File: src/sv/ctk_pkg.sv
`timescale 1ns / 1ps
`default_nettype none
package ctk_pkg;

  localparam int MaxTokens = 3;

  localparam logic [5:0] K_END      = 6'd0;
  localparam logic [5:0] K_IDENT    = 6'd1;
  localparam logic [5:0] K_INTCONST = 6'd2;
  localparam logic [5:0] K_STRING   = 6'd3;
  localparam logic [5:0] K_KW_FIRST = 6'd4;
  localparam logic [5:0] K_COMMA    = 6'd13;
  localparam logic [5:0] K_SEMI     = 6'd14;
  localparam logic [5:0] K_LBRACK   = 6'd15;
  localparam logic [5:0] K_RBRACK   = 6'd16;
  localparam logic [5:0] K_LBRACE   = 6'd17;
  localparam logic [5:0] K_RBRACE   = 6'd18;
  localparam logic [5:0] K_LPAREN   = 6'd19;
  localparam logic [5:0] K_RPAREN   = 6'd20;
  localparam logic [5:0] K_ASSIGN   = 6'd21;
  localparam logic [5:0] K_PLUS     = 6'd22;
  localparam logic [5:0] K_MINUS    = 6'd23;
  localparam logic [5:0] K_NOT      = 6'd24;
  localparam logic [5:0] K_STAR     = 6'd25;
  localparam logic [5:0] K_SLASH    = 6'd26;
  localparam logic [5:0] K_PERCENT  = 6'd27;
  localparam logic [5:0] K_LT       = 6'd28;
  localparam logic [5:0] K_GT       = 6'd29;
  localparam logic [5:0] K_LE       = 6'd30;
  localparam logic [5:0] K_GE       = 6'd31;
  localparam logic [5:0] K_EQ       = 6'd32;
  localparam logic [5:0] K_NE       = 6'd33;
  localparam logic [5:0] K_ANDAND   = 6'd34;
  localparam logic [5:0] K_OROR     = 6'd35;

  typedef struct packed {
    logic [5:0]  kind;
    logic [63:0] value;
    logic [31:0] start;
    logic [15:0] len;
  } tok_t;

  typedef struct packed {
    tok_t [MaxTokens-1:0] toks;
    logic [1:0]           cnt;
  } bundle_t;

endpackage
`default_nettype wire

File: src/sv/ctk_ifs.sv
`timescale 1ns / 1ps
`default_nettype none
interface ctk_in_if;
  logic       valid;
  logic       ready;
  logic [7:0] ch;
  logic       end_of_file;
  modport source (output valid, ch, end_of_file, input ready);
  modport sink (input valid, ch, end_of_file, output ready);
endinterface

interface ctk_out_if;
  logic               valid;
  logic               ready;
  logic [5:0]         token_kind;
  logic signed [63:0] token_value;
  logic [31:0]        token_start;
  logic [15:0]        token_length;
  logic               last_of_run;
  modport source (output valid, token_kind, token_value, token_start, token_length,
                  last_of_run, input ready);
  modport sink (input valid, token_kind, token_value, token_start, token_length,
                last_of_run, output ready);
endinterface
`default_nettype wire

File: src/sv/ctk_front.sv
`timescale 1ns / 1ps
`default_nettype none
module ctk_front import ctk_pkg::*; #(
  parameter int KEYWORD_MAX_CHARS = 8,
  parameter int POSITION_BITS     = 32,
  parameter int LENGTH_BITS       = 16
) (
  input  wire logic       clk_i,
  input  wire logic       rst_ni,
  input  wire logic       accept_i,
  input  wire logic [7:0] ch_i,
  input  wire logic       eof_i,
  output bundle_t         bundle_o,
  output logic            push_o
);

  localparam int KIdx = (KEYWORD_MAX_CHARS > 1) ? $clog2(KEYWORD_MAX_CHARS) : 1;
  localparam logic [48:0] LenMaxX = (49'd1 << LENGTH_BITS) - 49'd1;

  localparam logic [3:0] M_IDLE    = 4'd0;
  localparam logic [3:0] M_SLASH   = 4'd1;
  localparam logic [3:0] M_LINE    = 4'd2;
  localparam logic [3:0] M_BLOCK   = 4'd3;
  localparam logic [3:0] M_STAR    = 4'd4;
  localparam logic [3:0] M_IDENT   = 4'd5;
  localparam logic [3:0] M_ZERO    = 4'd6;
  localparam logic [3:0] M_NUM     = 4'd7;
  localparam logic [3:0] M_STRING  = 4'd8;
  localparam logic [3:0] M_OPFIRST = 4'd9;
  localparam logic [3:0] M_PAIR    = 4'd10;

  localparam logic [1:0] B_DEC = 2'd0;
  localparam logic [1:0] B_OCT = 2'd1;
  localparam logic [1:0] B_HEX = 2'd2;

  logic [3:0]               mode_q, mode_d;
  logic [7:0]               word_q [KEYWORD_MAX_CHARS];
  logic [7:0]               word_d [KEYWORD_MAX_CHARS];
  logic [1:0]               base_q, base_d;
  logic [63:0]              acc_q, acc_d;
  logic                     stop_q, stop_d;
  logic [POSITION_BITS-1:0] start_q, start_d;
  logic [LENGTH_BITS-1:0]   span_q, span_d;
  logic [POSITION_BITS-1:0] pos_q, pos_d;
  logic                     minus_q, minus_d;
  logic [POSITION_BITS-1:0] mpos_q, mpos_d;
  logic [7:0]               opc_q, opc_d;
  bundle_t                  bundle;

  function automatic tok_t mk_tok(logic [5:0] kind, logic [63:0] value, logic [31:0] start,
                                  logic [15:0] len);
    tok_t t;
    t.kind = kind;
    t.value = value;
    t.start = start;
    t.len = len;
    return t;
  endfunction

  function automatic bundle_t put(bundle_t b, tok_t t);
    bundle_t r;
    r = b;
    if (b.cnt != 2'd3) begin
      r.toks[b.cnt] = t;
      r.cnt = b.cnt + 2'd1;
    end
    return r;
  endfunction

  function automatic bundle_t emit_f(bundle_t b, logic m, tok_t mt, tok_t t);
    bundle_t r;
    r = b;
    if (m) begin
      r = put(r, mt);
    end
    r = put(r, t);
    return r;
  endfunction

  function automatic logic [15:0] sat16(logic [48:0] x);
    return (x > 49'hFFFF) ? 16'hFFFF : x[15:0];
  endfunction

  function automatic logic is_letter(logic [7:0] c);
    return (c >= "A" && c <= "Z") || (c >= "a" && c <= "z") || c == "_";
  endfunction

  function automatic logic is_digit(logic [7:0] c);
    return c >= "0" && c <= "9";
  endfunction

  function automatic logic [5:0] single_kind(logic [7:0] c);
    logic [5:0] k;
    case (c)
      "+": k = K_PLUS;
      "*": k = K_STAR;
      "%": k = K_PERCENT;
      "(": k = K_LPAREN;
      ")": k = K_RPAREN;
      "[": k = K_LBRACK;
      "]": k = K_RBRACK;
      "{": k = K_LBRACE;
      "}": k = K_RBRACE;
      ",": k = K_COMMA;
      ";": k = K_SEMI;
      default: k = K_END;
    endcase
    return k;
  endfunction

  function automatic logic [5:0] single_op(logic [7:0] c);
    logic [5:0] k;
    case (c)
      "<": k = K_LT;
      ">": k = K_GT;
      "!": k = K_NOT;
      default: k = K_ASSIGN;
    endcase
    return k;
  endfunction

  function automatic logic [5:0] double_op(logic [7:0] c);
    logic [5:0] k;
    case (c)
      "<": k = K_LE;
      ">": k = K_GE;
      "!": k = K_NE;
      default: k = K_EQ;
    endcase
    return k;
  endfunction

  function automatic logic [63:0] kw_text(int k);
    logic [63:0] s;
    case (k)
      0: s = 64'("int");
      1: s = 64'("const");
      2: s = 64'("void");
      3: s = 64'("if");
      4: s = 64'("else");
      5: s = 64'("while");
      6: s = 64'("break");
      7: s = 64'("continue");
      default: s = 64'("return");
    endcase
    return s;
  endfunction

  function automatic int kw_len(int k);
    int n;
    case (k)
      0: n = 3;
      1: n = 5;
      2: n = 4;
      3: n = 2;
      4: n = 4;
      5: n = 5;
      6: n = 5;
      7: n = 8;
      default: n = 6;
    endcase
    return n;
  endfunction

  // Keyword lookup runs on the stored word in parallel for all nine keywords.
  logic [5:0] id_kind;
  always_comb begin
    logic hit;
    logic [63:0] txt;
    id_kind = K_IDENT;
    for (int k = 0; k < 9; k++) begin
      txt = kw_text(k);
      hit = (32'(span_q) == 32'(kw_len(k)));
      for (int j = 0; j < 8; j++) begin
        if (j < kw_len(k) && word_q[j] != txt[8*(kw_len(k)-1-j) +: 8]) begin
          hit = 1'b0;
        end
      end
      if (hit) begin
        id_kind = K_KW_FIRST + 6'(k);
      end
    end
  end

  logic [3:0]  dig_val;
  logic        dig_ok;
  logic        dig_fits;
  logic [63:0] acc_mul;

  always_comb begin
    dig_ok = 1'b1;
    dig_val = 4'd0;
    if (ch_i >= "0" && ch_i <= "9") begin
      dig_val = 4'(ch_i - "0");
    end else if (ch_i >= "a" && ch_i <= "f") begin
      dig_val = 4'(ch_i - "a" + 8'd10);
    end else if (ch_i >= "A" && ch_i <= "F") begin
      dig_val = 4'(ch_i - "A" + 8'd10);
    end else begin
      dig_ok = 1'b0;
    end
    case (base_q)
      B_HEX: begin
        dig_fits = 1'b1;
        acc_mul = acc_q << 4;
      end
      B_OCT: begin
        dig_fits = dig_val < 4'd8;
        acc_mul = acc_q << 3;
      end
      default: begin
        dig_fits = dig_val < 4'd10;
        acc_mul = (acc_q << 3) + (acc_q << 1);
      end
    endcase
  end

  logic [LENGTH_BITS-1:0]   span_inc;
  logic [POSITION_BITS-1:0] minus_dist;
  logic [48:0]              abs_len_x;
  logic [15:0]              abs_len;
  tok_t                     minus_tok;
  tok_t                     ident_tok;
  tok_t                     num_tok;
  tok_t                     neg_tok;
  logic                     absorb;

  assign span_inc   = (span_q != '1) ? span_q + LENGTH_BITS'(1) : span_q;
  assign minus_dist = pos_q - mpos_q;
  assign abs_len_x  = (49'(minus_dist) > LenMaxX) ? LenMaxX : 49'(minus_dist);
  assign abs_len    = sat16(abs_len_x);
  assign minus_tok  = mk_tok(K_MINUS, 64'd0, 32'(mpos_q), 16'd1);
  assign ident_tok  = mk_tok(id_kind, 64'd0, 32'(start_q), sat16(49'(span_q)));
  assign num_tok    = mk_tok(K_INTCONST, acc_q, 32'(start_q), sat16(49'(span_q)));
  assign neg_tok    = mk_tok(K_INTCONST, 64'd0 - acc_q, 32'(mpos_q), abs_len);
  assign absorb     = minus_q && (acc_q == 64'd2147483648);

  always_comb begin
    bundle_t b;
    logic m;
    logic do_idle;
    logic fin_num;
    b = '0;
    m = minus_q;
    do_idle = 1'b0;
    fin_num = 1'b0;
    mode_d = mode_q;
    word_d = word_q;
    base_d = base_q;
    acc_d = acc_q;
    stop_d = stop_q;
    start_d = start_q;
    span_d = span_q;
    pos_d = pos_q;
    mpos_d = mpos_q;
    opc_d = opc_q;

    if (eof_i) begin
      case (mode_q)
        M_SLASH: b = emit_f(b, m, minus_tok, mk_tok(K_SLASH, 64'd0, 32'(start_q), 16'd1));
        M_IDENT: b = emit_f(b, m, minus_tok, ident_tok);
        M_ZERO, M_NUM: fin_num = 1'b1;
        M_STRING: begin
          b = emit_f(b, m, minus_tok,
                     mk_tok(K_STRING, 64'd0, 32'(start_q), sat16(49'(span_q))));
        end
        M_OPFIRST: begin
          b = emit_f(b, m, minus_tok,
                     mk_tok(single_op(opc_q), 64'd0, 32'(start_q), 16'd1));
        end
        M_PAIR: begin
          b = emit_f(b, m, minus_tok, mk_tok((opc_q == "|") ? K_OROR : K_ANDAND, 64'd0,
                                             32'(start_q), 16'd1));
        end
        default: ;
      endcase
      if (mode_q == M_SLASH || mode_q == M_IDENT || mode_q == M_STRING ||
          mode_q == M_OPFIRST || mode_q == M_PAIR) begin
        m = 1'b0;
      end
      if (fin_num) begin
        if (absorb) begin
          b = put(b, neg_tok);
        end else begin
          b = emit_f(b, m, minus_tok, num_tok);
        end
        m = 1'b0;
      end
      if (m) begin
        b = put(b, minus_tok);
      end
      m = 1'b0;
      b = put(b, mk_tok(K_END, 64'd0, 32'(pos_q), 16'd0));
      mode_d = M_IDLE;
    end else begin
      pos_d = pos_q + POSITION_BITS'(1);
      case (mode_q)
        M_SLASH: begin
          if (ch_i == "/") begin
            mode_d = M_LINE;
          end else if (ch_i == "*") begin
            mode_d = M_BLOCK;
          end else begin
            b = emit_f(b, m, minus_tok, mk_tok(K_SLASH, 64'd0, 32'(start_q), 16'd1));
            m = 1'b0;
            do_idle = 1'b1;
          end
        end
        M_LINE: begin
          if (ch_i == 8'h0A) begin
            mode_d = M_IDLE;
          end
        end
        M_BLOCK: begin
          if (ch_i == "*") begin
            mode_d = M_STAR;
          end
        end
        M_STAR: begin
          if (ch_i == "/") begin
            mode_d = M_IDLE;
          end else if (ch_i != "*") begin
            mode_d = M_BLOCK;
          end
        end
        M_IDENT: begin
          if (is_letter(ch_i) || is_digit(ch_i)) begin
            if (32'(span_q) < 32'(KEYWORD_MAX_CHARS)) begin
              word_d[span_q[KIdx-1:0]] = ch_i;
            end
            span_d = span_inc;
          end else begin
            b = emit_f(b, m, minus_tok, ident_tok);
            m = 1'b0;
            do_idle = 1'b1;
          end
        end
        M_ZERO, M_NUM: begin
          if (mode_q == M_ZERO && (ch_i == "x" || ch_i == "X")) begin
            base_d = B_HEX;
            acc_d = 64'd0;
            span_d = span_inc;
            mode_d = M_NUM;
          end else begin
            mode_d = M_NUM;
            if (dig_ok) begin
              if (!stop_q) begin
                if (dig_fits) begin
                  acc_d = acc_mul + 64'(dig_val);
                end else begin
                  stop_d = 1'b1;
                end
              end
              span_d = span_inc;
            end else begin
              if (absorb) begin
                b = put(b, neg_tok);
              end else begin
                b = emit_f(b, m, minus_tok, num_tok);
              end
              m = 1'b0;
              do_idle = 1'b1;
            end
          end
        end
        M_STRING: begin
          span_d = span_inc;
          if (ch_i == "\"") begin
            b = emit_f(b, m, minus_tok,
                       mk_tok(K_STRING, 64'd0, 32'(start_q), sat16(49'(span_inc))));
            m = 1'b0;
            mode_d = M_IDLE;
          end
        end
        M_OPFIRST: begin
          if (ch_i == "=") begin
            b = emit_f(b, m, minus_tok,
                       mk_tok(double_op(opc_q), 64'd0, 32'(start_q), 16'd2));
            mode_d = M_IDLE;
          end else begin
            b = emit_f(b, m, minus_tok,
                       mk_tok(single_op(opc_q), 64'd0, 32'(start_q), 16'd1));
            do_idle = 1'b1;
          end
          m = 1'b0;
        end
        M_PAIR: begin
          b = emit_f(b, m, minus_tok, mk_tok((opc_q == "|") ? K_OROR : K_ANDAND, 64'd0,
                                             32'(start_q), 16'd2));
          m = 1'b0;
          mode_d = M_IDLE;
        end
        default: do_idle = 1'b1;
      endcase

      if (do_idle) begin
        mode_d = M_IDLE;
        if (ch_i == "/") begin
          mode_d = M_SLASH;
          start_d = pos_q;
        end else if (ch_i == "\"") begin
          mode_d = M_STRING;
          start_d = pos_q;
          span_d = LENGTH_BITS'(1);
        end else if (ch_i == "|" || ch_i == "&") begin
          mode_d = M_PAIR;
          opc_d = ch_i;
          start_d = pos_q;
        end else if (ch_i == "<" || ch_i == ">" || ch_i == "!" || ch_i == "=") begin
          mode_d = M_OPFIRST;
          opc_d = ch_i;
          start_d = pos_q;
        end else if (ch_i == "-") begin
          if (m) begin
            b = put(b, minus_tok);
          end
          m = 1'b1;
          mpos_d = pos_q;
        end else if (single_kind(ch_i) != K_END) begin
          b = emit_f(b, m, minus_tok, mk_tok(single_kind(ch_i), 64'd0, 32'(pos_q), 16'd1));
          m = 1'b0;
        end else if (is_letter(ch_i)) begin
          mode_d = M_IDENT;
          start_d = pos_q;
          span_d = LENGTH_BITS'(1);
          word_d[0] = ch_i;
        end else if (is_digit(ch_i)) begin
          start_d = pos_q;
          span_d = LENGTH_BITS'(1);
          acc_d = 64'(ch_i - "0");
          stop_d = 1'b0;
          base_d = (ch_i == "0") ? B_OCT : B_DEC;
          mode_d = (ch_i == "0") ? M_ZERO : M_NUM;
        end
      end
    end
    minus_d = m;
    bundle = b;
  end

  assign bundle_o = bundle;
  assign push_o = accept_i && (bundle.cnt != 2'd0);

  always_ff @(posedge clk_i or negedge rst_ni) begin
    if (!rst_ni) begin
      mode_q  <= M_IDLE;
      base_q  <= B_DEC;
      acc_q   <= 64'd0;
      stop_q  <= 1'b0;
      start_q <= '0;
      span_q  <= '0;
      pos_q   <= '0;
      minus_q <= 1'b0;
      mpos_q  <= '0;
      opc_q   <= 8'd0;
    end else if (accept_i) begin
      mode_q  <= mode_d;
      base_q  <= base_d;
      acc_q   <= acc_d;
      stop_q  <= stop_d;
      start_q <= start_d;
      span_q  <= span_d;
      pos_q   <= pos_d;
      minus_q <= minus_d;
      mpos_q  <= mpos_d;
      opc_q   <= opc_d;
    end
  end

  always_ff @(posedge clk_i) begin
    if (accept_i) begin
      word_q <= word_d;
    end
  end

endmodule
`default_nettype wire

File: src/sv/ctk_queue.sv
`timescale 1ns / 1ps
`default_nettype none
module ctk_queue import ctk_pkg::*; (
  input  wire logic    clk_i,
  input  wire logic    rst_ni,
  input  wire logic    push_i,
  input  wire bundle_t data_i,
  output logic         full_o,
  input  wire logic    pop_i,
  output logic         valid_o,
  output bundle_t      data_o
);

  bundle_t    mem_q [2];
  logic       wr_q, rd_q;
  logic [1:0] count_q;

  assign full_o  = count_q == 2'd2;
  assign valid_o = count_q != 2'd0;
  assign data_o  = mem_q[rd_q];

  always_ff @(posedge clk_i or negedge rst_ni) begin
    if (!rst_ni) begin
      wr_q <= 1'b0;
      rd_q <= 1'b0;
      count_q <= 2'd0;
    end else begin
      if (push_i) begin
        wr_q <= ~wr_q;
      end
      if (pop_i) begin
        rd_q <= ~rd_q;
      end
      count_q <= count_q + 2'(push_i) - 2'(pop_i);
    end
  end

  always_ff @(posedge clk_i) begin
    if (push_i) begin
      mem_q[wr_q] <= data_i;
    end
  end

  assert property (@(posedge clk_i) disable iff (!rst_ni) push_i |-> !full_o)
    else $error("Push into a full queue.");
  assert property (@(posedge clk_i) disable iff (!rst_ni) pop_i |-> valid_o)
    else $error("Pop from an empty queue.");
  assert property (@(posedge clk_i) disable iff (!rst_ni)
                   (wr_q == rd_q) |-> (count_q == 2'd0 || count_q == 2'd2))
    else $error("Queue pointers disagree with the fill count.");

endmodule
`default_nettype wire

File: src/sv/ctk_back.sv
`timescale 1ns / 1ps
`default_nettype none
module ctk_back import ctk_pkg::*; (
  input  wire logic    clk_i,
  input  wire logic    rst_ni,
  input  wire logic    q_valid_i,
  input  wire bundle_t q_data_i,
  output logic         q_pop_o,
  output logic         valid_o,
  input  wire logic    ready_i,
  output tok_t         tok_o,
  output logic         last_o
);

  bundle_t    cur_q;
  logic       have_q;
  logic [1:0] idx_q;
  logic       fire;
  logic       done;

  assign valid_o = have_q;
  assign tok_o   = cur_q.toks[idx_q];
  assign last_o  = idx_q == cur_q.cnt - 2'd1;
  assign fire    = have_q && ready_i;
  assign done    = !have_q || (fire && last_o);
  assign q_pop_o = done && q_valid_i;

  always_ff @(posedge clk_i or negedge rst_ni) begin
    if (!rst_ni) begin
      have_q <= 1'b0;
      idx_q <= 2'd0;
    end else if (q_pop_o) begin
      have_q <= 1'b1;
      idx_q <= 2'd0;
    end else if (done) begin
      have_q <= 1'b0;
    end else if (fire) begin
      idx_q <= idx_q + 2'd1;
    end
  end

  always_ff @(posedge clk_i) begin
    if (q_pop_o) begin
      cur_q <= q_data_i;
    end
  end

  assert property (@(posedge clk_i) disable iff (!rst_ni)
                   have_q |-> (cur_q.cnt != 2'd0 && idx_q < cur_q.cnt))
    else $error("Token index outside the current group.");

endmodule
`default_nettype wire

File: src/sv/c_subset_char_tokenizer.sv
`timescale 1ns / 1ps
`default_nettype none
// Output path: the tokens of an accepted character are pushed into a two-group queue and
// then loaded into the output group register before the first of them becomes valid.
// Throughput: one character per cycle while the queue is not full; the output carries one
// token per cycle while the receiver is ready, so a character that yields n tokens sends them in turn.
// Reset: asynchronous and active low; the scanner returns to idle with all counts at zero,
// and no clearing pass is needed.
module c_subset_char_tokenizer import ctk_pkg::*; #(
  parameter int KEYWORD_MAX_CHARS = 8,
  parameter int POSITION_BITS     = 32,
  parameter int LENGTH_BITS       = 16
) (
  input wire logic clk_i,
  input wire logic rst_ni,
  ctk_in_if.sink   in_i,
  ctk_out_if.source out_o
);

  logic    accept;
  logic    push;
  logic    full;
  logic    pop;
  logic    q_valid;
  bundle_t push_data;
  bundle_t q_data;
  tok_t    tok;
  logic    last;

  assign in_i.ready = !full;
  assign accept = in_i.valid && !full;

  ctk_front #(
    .KEYWORD_MAX_CHARS(KEYWORD_MAX_CHARS),
    .POSITION_BITS(POSITION_BITS),
    .LENGTH_BITS(LENGTH_BITS)
  ) u_front (
    .clk_i(clk_i),
    .rst_ni(rst_ni),
    .accept_i(accept),
    .ch_i(in_i.ch),
    .eof_i(in_i.end_of_file),
    .bundle_o(push_data),
    .push_o(push)
  );

  ctk_queue u_queue (
    .clk_i(clk_i),
    .rst_ni(rst_ni),
    .push_i(push),
    .data_i(push_data),
    .full_o(full),
    .pop_i(pop),
    .valid_o(q_valid),
    .data_o(q_data)
  );

  ctk_back u_back (
    .clk_i(clk_i),
    .rst_ni(rst_ni),
    .q_valid_i(q_valid),
    .q_data_i(q_data),
    .q_pop_o(pop),
    .valid_o(out_o.valid),
    .ready_i(out_o.ready),
    .tok_o(tok),
    .last_o(last)
  );

  assign out_o.token_kind   = tok.kind;
  assign out_o.token_value  = tok.value;
  assign out_o.token_start  = tok.start;
  assign out_o.token_length = tok.len;
  assign out_o.last_of_run  = last;

endmodule
`default_nettype wire

File: src/flat_wrapper.sv
// flat-port wrapper written by rule: the top's interface ports become plain ports
module c_subset_char_tokenizer_flat import ctk_pkg::*;
#(
  parameter int KEYWORD_MAX_CHARS = 8,
  parameter int POSITION_BITS     = 32,
  parameter int LENGTH_BITS       = 16
)
  (clk_i, rst_ni, in_i_valid, in_i_ch, in_i_end_of_file, in_i_ready, out_o_valid, out_o_token_kind, out_o_token_value, out_o_token_start, out_o_token_length, out_o_last_of_run, out_o_ready);
  ctk_in_if in_i_i ();
  ctk_out_if out_o_i ();
  input wire logic clk_i;
  input wire logic rst_ni;
  input wire logic [$bits(in_i_i.valid)-1:0] in_i_valid;
  input wire logic [$bits(in_i_i.ch)-1:0] in_i_ch;
  input wire logic [$bits(in_i_i.end_of_file)-1:0] in_i_end_of_file;
  output wire logic [$bits(in_i_i.ready)-1:0] in_i_ready;
  output wire logic [$bits(out_o_i.valid)-1:0] out_o_valid;
  output wire logic [$bits(out_o_i.token_kind)-1:0] out_o_token_kind;
  output wire logic [$bits(out_o_i.token_value)-1:0] out_o_token_value;
  output wire logic [$bits(out_o_i.token_start)-1:0] out_o_token_start;
  output wire logic [$bits(out_o_i.token_length)-1:0] out_o_token_length;
  output wire logic [$bits(out_o_i.last_of_run)-1:0] out_o_last_of_run;
  input wire logic [$bits(out_o_i.ready)-1:0] out_o_ready;
  assign in_i_i.valid = in_i_valid;
  assign in_i_i.ch = in_i_ch;
  assign in_i_i.end_of_file = in_i_end_of_file;
  assign in_i_ready = in_i_i.ready;
  assign out_o_valid = out_o_i.valid;
  assign out_o_token_kind = out_o_i.token_kind;
  assign out_o_token_value = out_o_i.token_value;
  assign out_o_token_start = out_o_i.token_start;
  assign out_o_token_length = out_o_i.token_length;
  assign out_o_last_of_run = out_o_i.last_of_run;
  assign out_o_i.ready = out_o_ready;
  c_subset_char_tokenizer #(.KEYWORD_MAX_CHARS(KEYWORD_MAX_CHARS), .POSITION_BITS(POSITION_BITS), .LENGTH_BITS(LENGTH_BITS)) u_core (.clk_i(clk_i), .rst_ni(rst_ni), .in_i(in_i_i), .out_o(out_o_i));
endmodule
File: config.mk
export PLATFORM = sky130hd
export DESIGN_NAME = c_subset_char_tokenizer_flat
export DESIGN_NICKNAME = d
export VERILOG_FILES = /design/src/sv/ctk_pkg.sv /design/src/sv/ctk_ifs.sv /design/src/sv/ctk_front.sv /design/src/sv/ctk_queue.sv /design/src/sv/ctk_back.sv /design/src/sv/c_subset_char_tokenizer.sv /design/src/flat_wrapper.sv
export SDC_FILE = /design/constraint.sdc
export NUM_CORES = 2
export LEC_CHECK = 0
export ABC_AREA = 1
export BUFFER_PORTS_ARGS = -buffer_cell sky130_fd_sc_hd__buf_4
export CORE_MARGIN = 4
export CORE_UTILIZATION = 30
export CTS_BUF_LIST = sky130_fd_sc_hd__clkbuf_2
export CTS_CLUSTER_SIZE = 40
export DETAILED_ROUTE_END_ITERATION = 12
export PLACE_DENSITY = 0.43
export SYNTH_ARGS = -nofsm -noshare
export SYNTH_HDL_FRONTEND = slang
export SYNTH_SLANG_ARGS = --single-unit
File: constraint.sdc
create_clock -name clk_i -period 29 [get_ports clk_i]
set_input_delay 5.8 -clock clk_i [delete_from_list [all_inputs] [get_ports clk_i]]
set_output_delay 5.8 -clock clk_i [all_outputs]
set_load 0.05 [all_outputs]
# Word-level counts from Yosys, hierarchy flattened
# Memories as Yosys holds them, arrays and structs flattened. A register that Yosys moved wholly into a read port is not among the register bits.
# Cells that the tools add are included.
op_classes:
  addsub: 34
  n_lt_le_gt_ge: 52
  eq_ne: 113
  n_mux: 370
  n_bitwise: 8
  reduce_logical: 64
ops:
  columns: ["cell", "n"]
  rows:
  - ["$mux W356", 87]
  - ["$bwmux W354", 19]
  - ["$demux W118 S2", 18]
  - ["$mux W118", 19]
  - ["$pmux W356 S6", 1]
  - ["$pmux W356 S5", 1]
  - ["$mux W64", 17]
  - ["$mux W32", 9]
  - ["$ne A8 B7 Y1 const B", 34]
  - ["$bmux W118 S2", 1]
  - ["$mux W16", 14]
  - ["$eq A8 B6 Y1 const B", 19]
  - ["$mux W6", 23]
  - ["$pmux W64 S2", 1]
  - ["$mux W119", 1]
  - ["$mux W1", 94]
  - ["$mux W4", 22]
  - ["$mux W8", 11]
  - ["$eq A8 B7 Y1 const B", 9]
  - ["$add A64 B4 Y64", 1]
  - ["$add A64 B64 Y64", 1]
  - ["$bwmux W64", 1]
  - ["$eq A64 B32 Y1 const B", 1]
  - ["$gt A32 B16 Y1 const B", 2]
  - ["other kinds (64)", 235]
totals:
  register_bits: 263
  mem_bits_rw: 712
  input_bits: 13
  out_inout_bits: 121
  elab_cells: 665
  n_memories: 1
mem_list:
  columns: ["name", "depth", "width", "rd", "rd_clocked_by_memory_dff", "write_ports", "line_no", "source"]
  rows:
  - ["u_core.u_queue.mem_q", 2, 356, 1, 1, 1, "ctk_queue.sv:14", "bundle_t mem_q [2];"]

# Depth between registers and ports, before layout
logic_depth:
  word_depth: 56
  mapped_depth: 33
  mapped_depth_nobuf: 33

# By module
# From an unflattened synthesis, not the netlist that was laid out.
hier_totals:
  cells_unflattened: 8948
  area_unflattened_um2: 75476.1
modules_own_cells:
  columns: ["mod", "instances", "cells_each", "area_per_inst_um2", "seq_area_each_um2"]
  rows:
  - ["ctk_front", 1, 6136, 35406.5, 6726.5]
  - ["ctk_queue", 1, 1884, 26481.6, 21480.6]
  - ["ctk_back", 1, 925, 13574.3, 10765.3]
  - ["c_subset_char_tokenizer", 1, 3, 13.8, 0.0]

# Worst setup path before layout
# Ideal clock, no wire load.
synth_timing:
  path_kind: "input -> register"
  from: "input in_i_ch[0]"
  to: "memory u_core.u_queue.mem_q[1][0] (netlist name), enable pin"
  setup_ns: 1.080
  arrival_ns: 22.579
  t_required_ns: 27.920
  slack_ns: 5.342
  path_stages: 20
  path_buffers: 0
  cell_sequence: "inv_1 -> ha_1 -> inv_1 -> nor3_1 -> o21ai_0 -> a21oi_1 -> nand2_1 -> nor2_4 -> nand2_4 -> nand2_4 -> nor2_4 -> nor2_4 -> nand2_2 -> nor2_2 -> inv_2 -> o21ai_1 -> nand2_1 -> nand4_1 -> nand2_1 -> nor2_1"
synth_between:
  elab_chain_cells: 34
  elab_cells_between_ends: 109
  classes_between: "add/sub: 2; order compare: 8; eq/ne: 25; mux: 57; reduce/logical: 17"
synth_rtl:
  columns: ["item", "line_no", "source"]
  rows:
  - ["start, declared", "flat_wrapper.sv:14", "input wire logic [$bits(in_i_i.ch)-1:0] in_i_ch;"]
  - ["$ge A8 B7 Y1 / $le A8 B7 Y1 (equally long branches)", "ctk_front.sv:85, ctk_front.sv:197", null]
  - ["$logic_and A1 B1 Y1", "ctk_front.sv:197", "end else if (ch_i >= \"A\" && ch_i <= \"F\") begin"]
  - ["$mux W1", "ctk_front.sv:197", null]
  - ["$mux W1", "ctk_front.sv:195", "end else if (ch_i >= \"a\" && ch_i <= \"f\") begin"]
  - ["$mux W1", "ctk_front.sv:193", "if (ch_i >= \"0\" && ch_i <= \"9\") begin"]
  - ["$mux W356", "ctk_front.sv:346", "if (dig_ok) begin"]
  - ["$mux W356", "ctk_front.sv:339", "if (mode_q == M_ZERO && (ch_i == \"x\" || ch_i == \"X\")) begin"]
  - ["$pmux W356 S6", "ctk_front.sv:297", "case (mode_q)"]
  - ["(+18 left out)", null, null]
  - ["$mux W356", "ctk_front.sv:401", "end else if (ch_i == \"\\\"\") begin"]
  - ["$mux W356", "ctk_front.sv:398", "if (ch_i == \"/\") begin"]
  - ["$mux W356 *", "ctk_front.sv:396", "if (do_idle) begin"]
  - ["$mux W356 *", "ctk_front.sv:258", "if (eof_i) begin"]
  - ["$reduce_bool A2 Y1 *", "ctk_front.sv:442", "assign push_o = accept_i && (bundle.cnt != 2'd0);"]
  - ["$logic_and A1 B1 Y1 *", "ctk_front.sv:442", null]
  - ["$mux W1 *", "ctk_queue.sv:39", "if (push_i) begin"]
  - ["$mux W1 (implied by the code) *", "ctk_queue.sv:40", "mem_q[wr_q] <= data_i;"]
  - ["end, declared", "ctk_queue.sv:14", null]
# Mark *: on every way between the ends. The rest lies on a longest branch, timed or not. The select of a mux whose other input is x is not followed.

# Final worst setup path
layout_timing:
  from: "input in_i_ch[4]"
  to: "memory u_core.u_queue.mem_q[0][222] (netlist name), enable pin"
# Same word-level chain as after synthesis.

==> flow_metrics.py <==
metrics = {
    "layout": {
        "final_layout_size_suffix_gt1_share_pct": 10.4,
        "fin_area_um2": 80900,
        "n_fill_cell": 25466,
        "fin_nets": 9113,
        "area_growth_syn_to_layout_pct": 11.0,
        "final_cells": 12420,
    },
    "detailed_routing": {
        "wirelength_um": 318000,
        "post_drt_wl_per_cell_um": 25.6,
        "drc": 0,
        "viasPerCell": 5.21,
        "firstDrtPassIters": 6,
        "drt_iter0_markers": 7101,
        "ant_nets": 0,
        "vias": 64770,
    },
    "global_route": {
        "grt_pass1_wl_um": 451000,
        "grt_max_degree": 158,
        "track_usage_pct": 24.6,
        "grt_pass1_vias": 60684,
        "antenna_found_initial": 26,
        "gr-total-overflow": 0,
    },
    "yosys": {
        "synth_fa_ha_area_share_pct": 2.04,
        "synth_warnings": 0,
        "ys_ff_latch": 1328,
        "synth_compound_area_share_pct": 12.6,
        "synth_area_leader_cell": "edfxtp_1",
        "synth_top_area_share_pct": 46.6,
        "yosysMostFrequentCell": "nand2_1",
        "syn_inst": 8613,
        "synthArstFlopShare_pct": 15.0,
        "yosys_most_used_dff": "edfxtp_1",
        "netlist_area_um2": 72800,
        "yosys-top-cells-count": "nand2_1 (2596), edfxtp_1 (1129), inv_1 (808)",
        "synth-edff-count": 1129,
        "seq_area_frac_synth_pct": 53.4,
        "synth_xor_xnor_area_share_pct": 1.15,
        "avgSynthCellArea_um2": 8.45,
        "synth_top_family_by_area": "simple AND/OR/NAND/NOR gates",
        "synth.area.top_cells": "edfxtp_1 (47%), nand2_1 (13%), dfrtp_1 (6.8%)",
        "ys_types": 74,
        "synth_mux_area_share_pct": 0,
        "synth-simple-area-share_pct": 24.1,
    },
    "clock_network": {
        "post_cts_buffers": 0,
        "ctsHtreeMaxLevel": 5,
        "cts_buffer_depth": 4,
        "cts_hold_buf": 0,
        "cts_resized": 0,
        "cts_made_buffers": 374,
        "cts_sinks": 1328,
        "clk_pin_slew_ps": 110,
        "clock_latency_ps": 1880,
        "cts-root-buf": "clkbuf_2",
        "tritoncts": "yes",
    },
    "critical_path": {
        "crit_family": "buffers and inverters",
        "path_cells": "buf_4, inv_1, ha_1, nand2_2, inv_1, nand4_1, nor2_1, inv_1, nor2_1, nor2_2, nand2_1, buf_4, inv_1, o21ai_1, nand2_1, nand4_1, nand2_1, nor2_4, buf_4, buf_4, buf_4",
        "end_kind": "register",
        "arrival_ps": 13050,
        "critical_path_class": "input port to register",
        "crit_fanout": 64,
        "cp-start-kind": "input port",
        "cp_slowest_cell": "buf_4",
        "crit_top_cell": "buf_4",
        "critPathRequiredTime_ps": 30360,
        "path_buf_inv": 9,
        "critPathMaxStageDelay_ps": 880,
    },
    "pwr": {
        "power_density_nw_per_um2": 123,
        "ir_worst_vdd_mv": 0.103,
        "p_leak_nw": 33.4,
        "p_total_w": 0.00992,
    },
    "job": {
        "drv_cap": 0,
    },
    "die": {
        "core_region_area_um2": 241000,
        "die_h_um": 501,
        "initial_core_util_pct": 30.2,
        "io_pins": 134,
        "die_x_um": 501,
        "die_area_um2": 251000,
        "fp-row-count": 180,
    },
    "sta": {
        "finalSetupTns_ps": 0,
        "layout_worst_path_cycle_share_pct": 40.3,
        "fin_skew_ps": 253,
        "relSlewSlack_pct": 4.83,
        "whs_ps": 393,
        "hold_viol_final": 0,
        "max_freq_mhz": 85.5,
        "tightest_slew_ps": 1410,
        "final_max_slew_viol_count": 0,
        "setup_violations": 0,
        "rsz0062_at_grt": "false",
        "fin_crit_ps": 11690,
    },
    "placed_design": {
        "port-buffer-count": 133,
        "place_inst": 11792,
        "gp_congestion": 0.964,
        "place_area_um2": 77700,
        "dp_hpwl_um": 226000,
    },
    "status": {
        "outcome": "finished, final reports clean",
    },
    "min_path": {
        "min_path_type": "register to register",
    },
}
==> final timing paths <==
| path | startpoint | to | slack, ps | cells past startpoint |
|---|---|---|---|---|
| worst max register to register | u_core.u_front.acc_q[27] | u_core.u_queue.mem_q[0][222] | 20820 | 19 |
| worst max-delay path | in_i_ch[4] | u_core.u_queue.mem_q[0][222] | 17310 | 21 |
| max in group asynchronous | rst_ni | u_core.u_front.acc_q[56] | 22550 | 3 |
| worst min-delay path | u_core.u_queue.mem_q[0][131] | u_core.u_back.cur_q[131] | 390 | 2 |
| worst min register to register | u_core.u_queue.mem_q[0][131] | u_core.u_back.cur_q[131] | 390 | 2 |
| min in group asynchronous | rst_ni | u_core.u_front.mpos_q[5] | 4000 | 1 |
==> power breakdown <==
part	total (W)	switching [W]	internal, W
registers	0.00325	0.000338	0.00292
logic	0.00534	0.00414	0.00120
clock network	0.00132	0.000811	0.000512
total	0.00992	0.00529	0.00463
==> state kept, by name (all words and copies together), names as in the netlist, 8 cells and up <==
signal / flops
u_core.u_queue.mem_q: 710
u_core.u_front.span_q: 16
u_core.u_front.word_q: 64
u_core.u_back.cur_q: 355
u_core.u_front.opc_q: 8
u_core.u_front.mpos_q: 32
u_core.u_front.start_q: 32
u_core.u_front.acc_q: 64
u_core.u_front.pos_q: 32
==> per-stage QoR <==
stage / util (%) / setup WS [ps]
after floorplan: - / 5340
after global placement: 32.3 / 15720
after detailed placement: 32.3 / 15580
after CTS: 33.5 / 17560
after global routing: 33.5 / 17050
final: 33.6 / 17310
==> layer usage <==
metal | vias up | part of all wire [%] | global-route usage [%]
met5 | - | 0.035 | 0
met4 | 18 | 1.9 | 5.54
met3 | 382 | 8.5 | 5.37
met2 | 2769 | 40 | 34.0
met1 | 31506 | 50 | 38.7
li1 | 30095 | - | -
==> cells by family (layout without fill, tap and decap cells) <==
group	after synthesis	in the layout
other	1	166
AND/OR/NAND/NOR	4221	4221
flip-flops	1328	1328
AO/OA/AOI/OAI	1589	1589
buffers and inverters	1261	1718
adder cells (fa/ha/maj)	117	117
XOR/XNOR	96	96
==> worst register-to-register path: stages (launching register included) <==
cell and delay [ps]:
dfrtp_1 660, clkinv_1 580, nand4_1 310, nor2_1 140, and3_1 200, nand3_1 80
buf_4 340, nand2_1 190, nand2_1 200, nand3_1 590, nor2_2 720, inv_1 360
o21ai_1 170, inv_1 70, nand4_1 190, nand2_1 220, nor2_4 130, buf_4 770
buf_4 900, buf_4 940
==> cell type report <==
class / count / area, um2 / area share [%]
sequential: 1328 / 38900 / 48.1
antenna: 8 / 20.0 / 0.0248
inverter: 852 / 3230 / 4.00
tap: 3185 / 3990 / 4.93
clock buffer: 557 / 2790 / 3.45
clock inverter: 63 / 287 / 0.354
timing repair buffer: 246 / 1920 / 2.37
multi-input combinational: 6181 / 29700 / 36.8
==> cells in the final DEF, fill, tap and decap left out, drive strengths merged, types with 74 or more instances in the layout <==
| master | Yosys | routed |
|---|---|---|
| a21oi | 333 | 333 |
| buf | 93 | 246 |
| clkbuf | 316 | 557 |
| conb | 1 | 158 |
| dfrtp | 199 | 199 |
| edfxtp | 1129 | 1129 |
| ha | 114 | 114 |
| inv | 833 | 840 |
| nand2 | 2619 | 2619 |
| nand3 | 524 | 524 |
| nand4 | 123 | 123 |
| nor2 | 775 | 775 |
| nor3 | 90 | 90 |
| o21ai | 762 | 762 |
| o22ai | 145 | 145 |
| xor2 | 74 | 74 |
(Power assumes the default switching activity.)
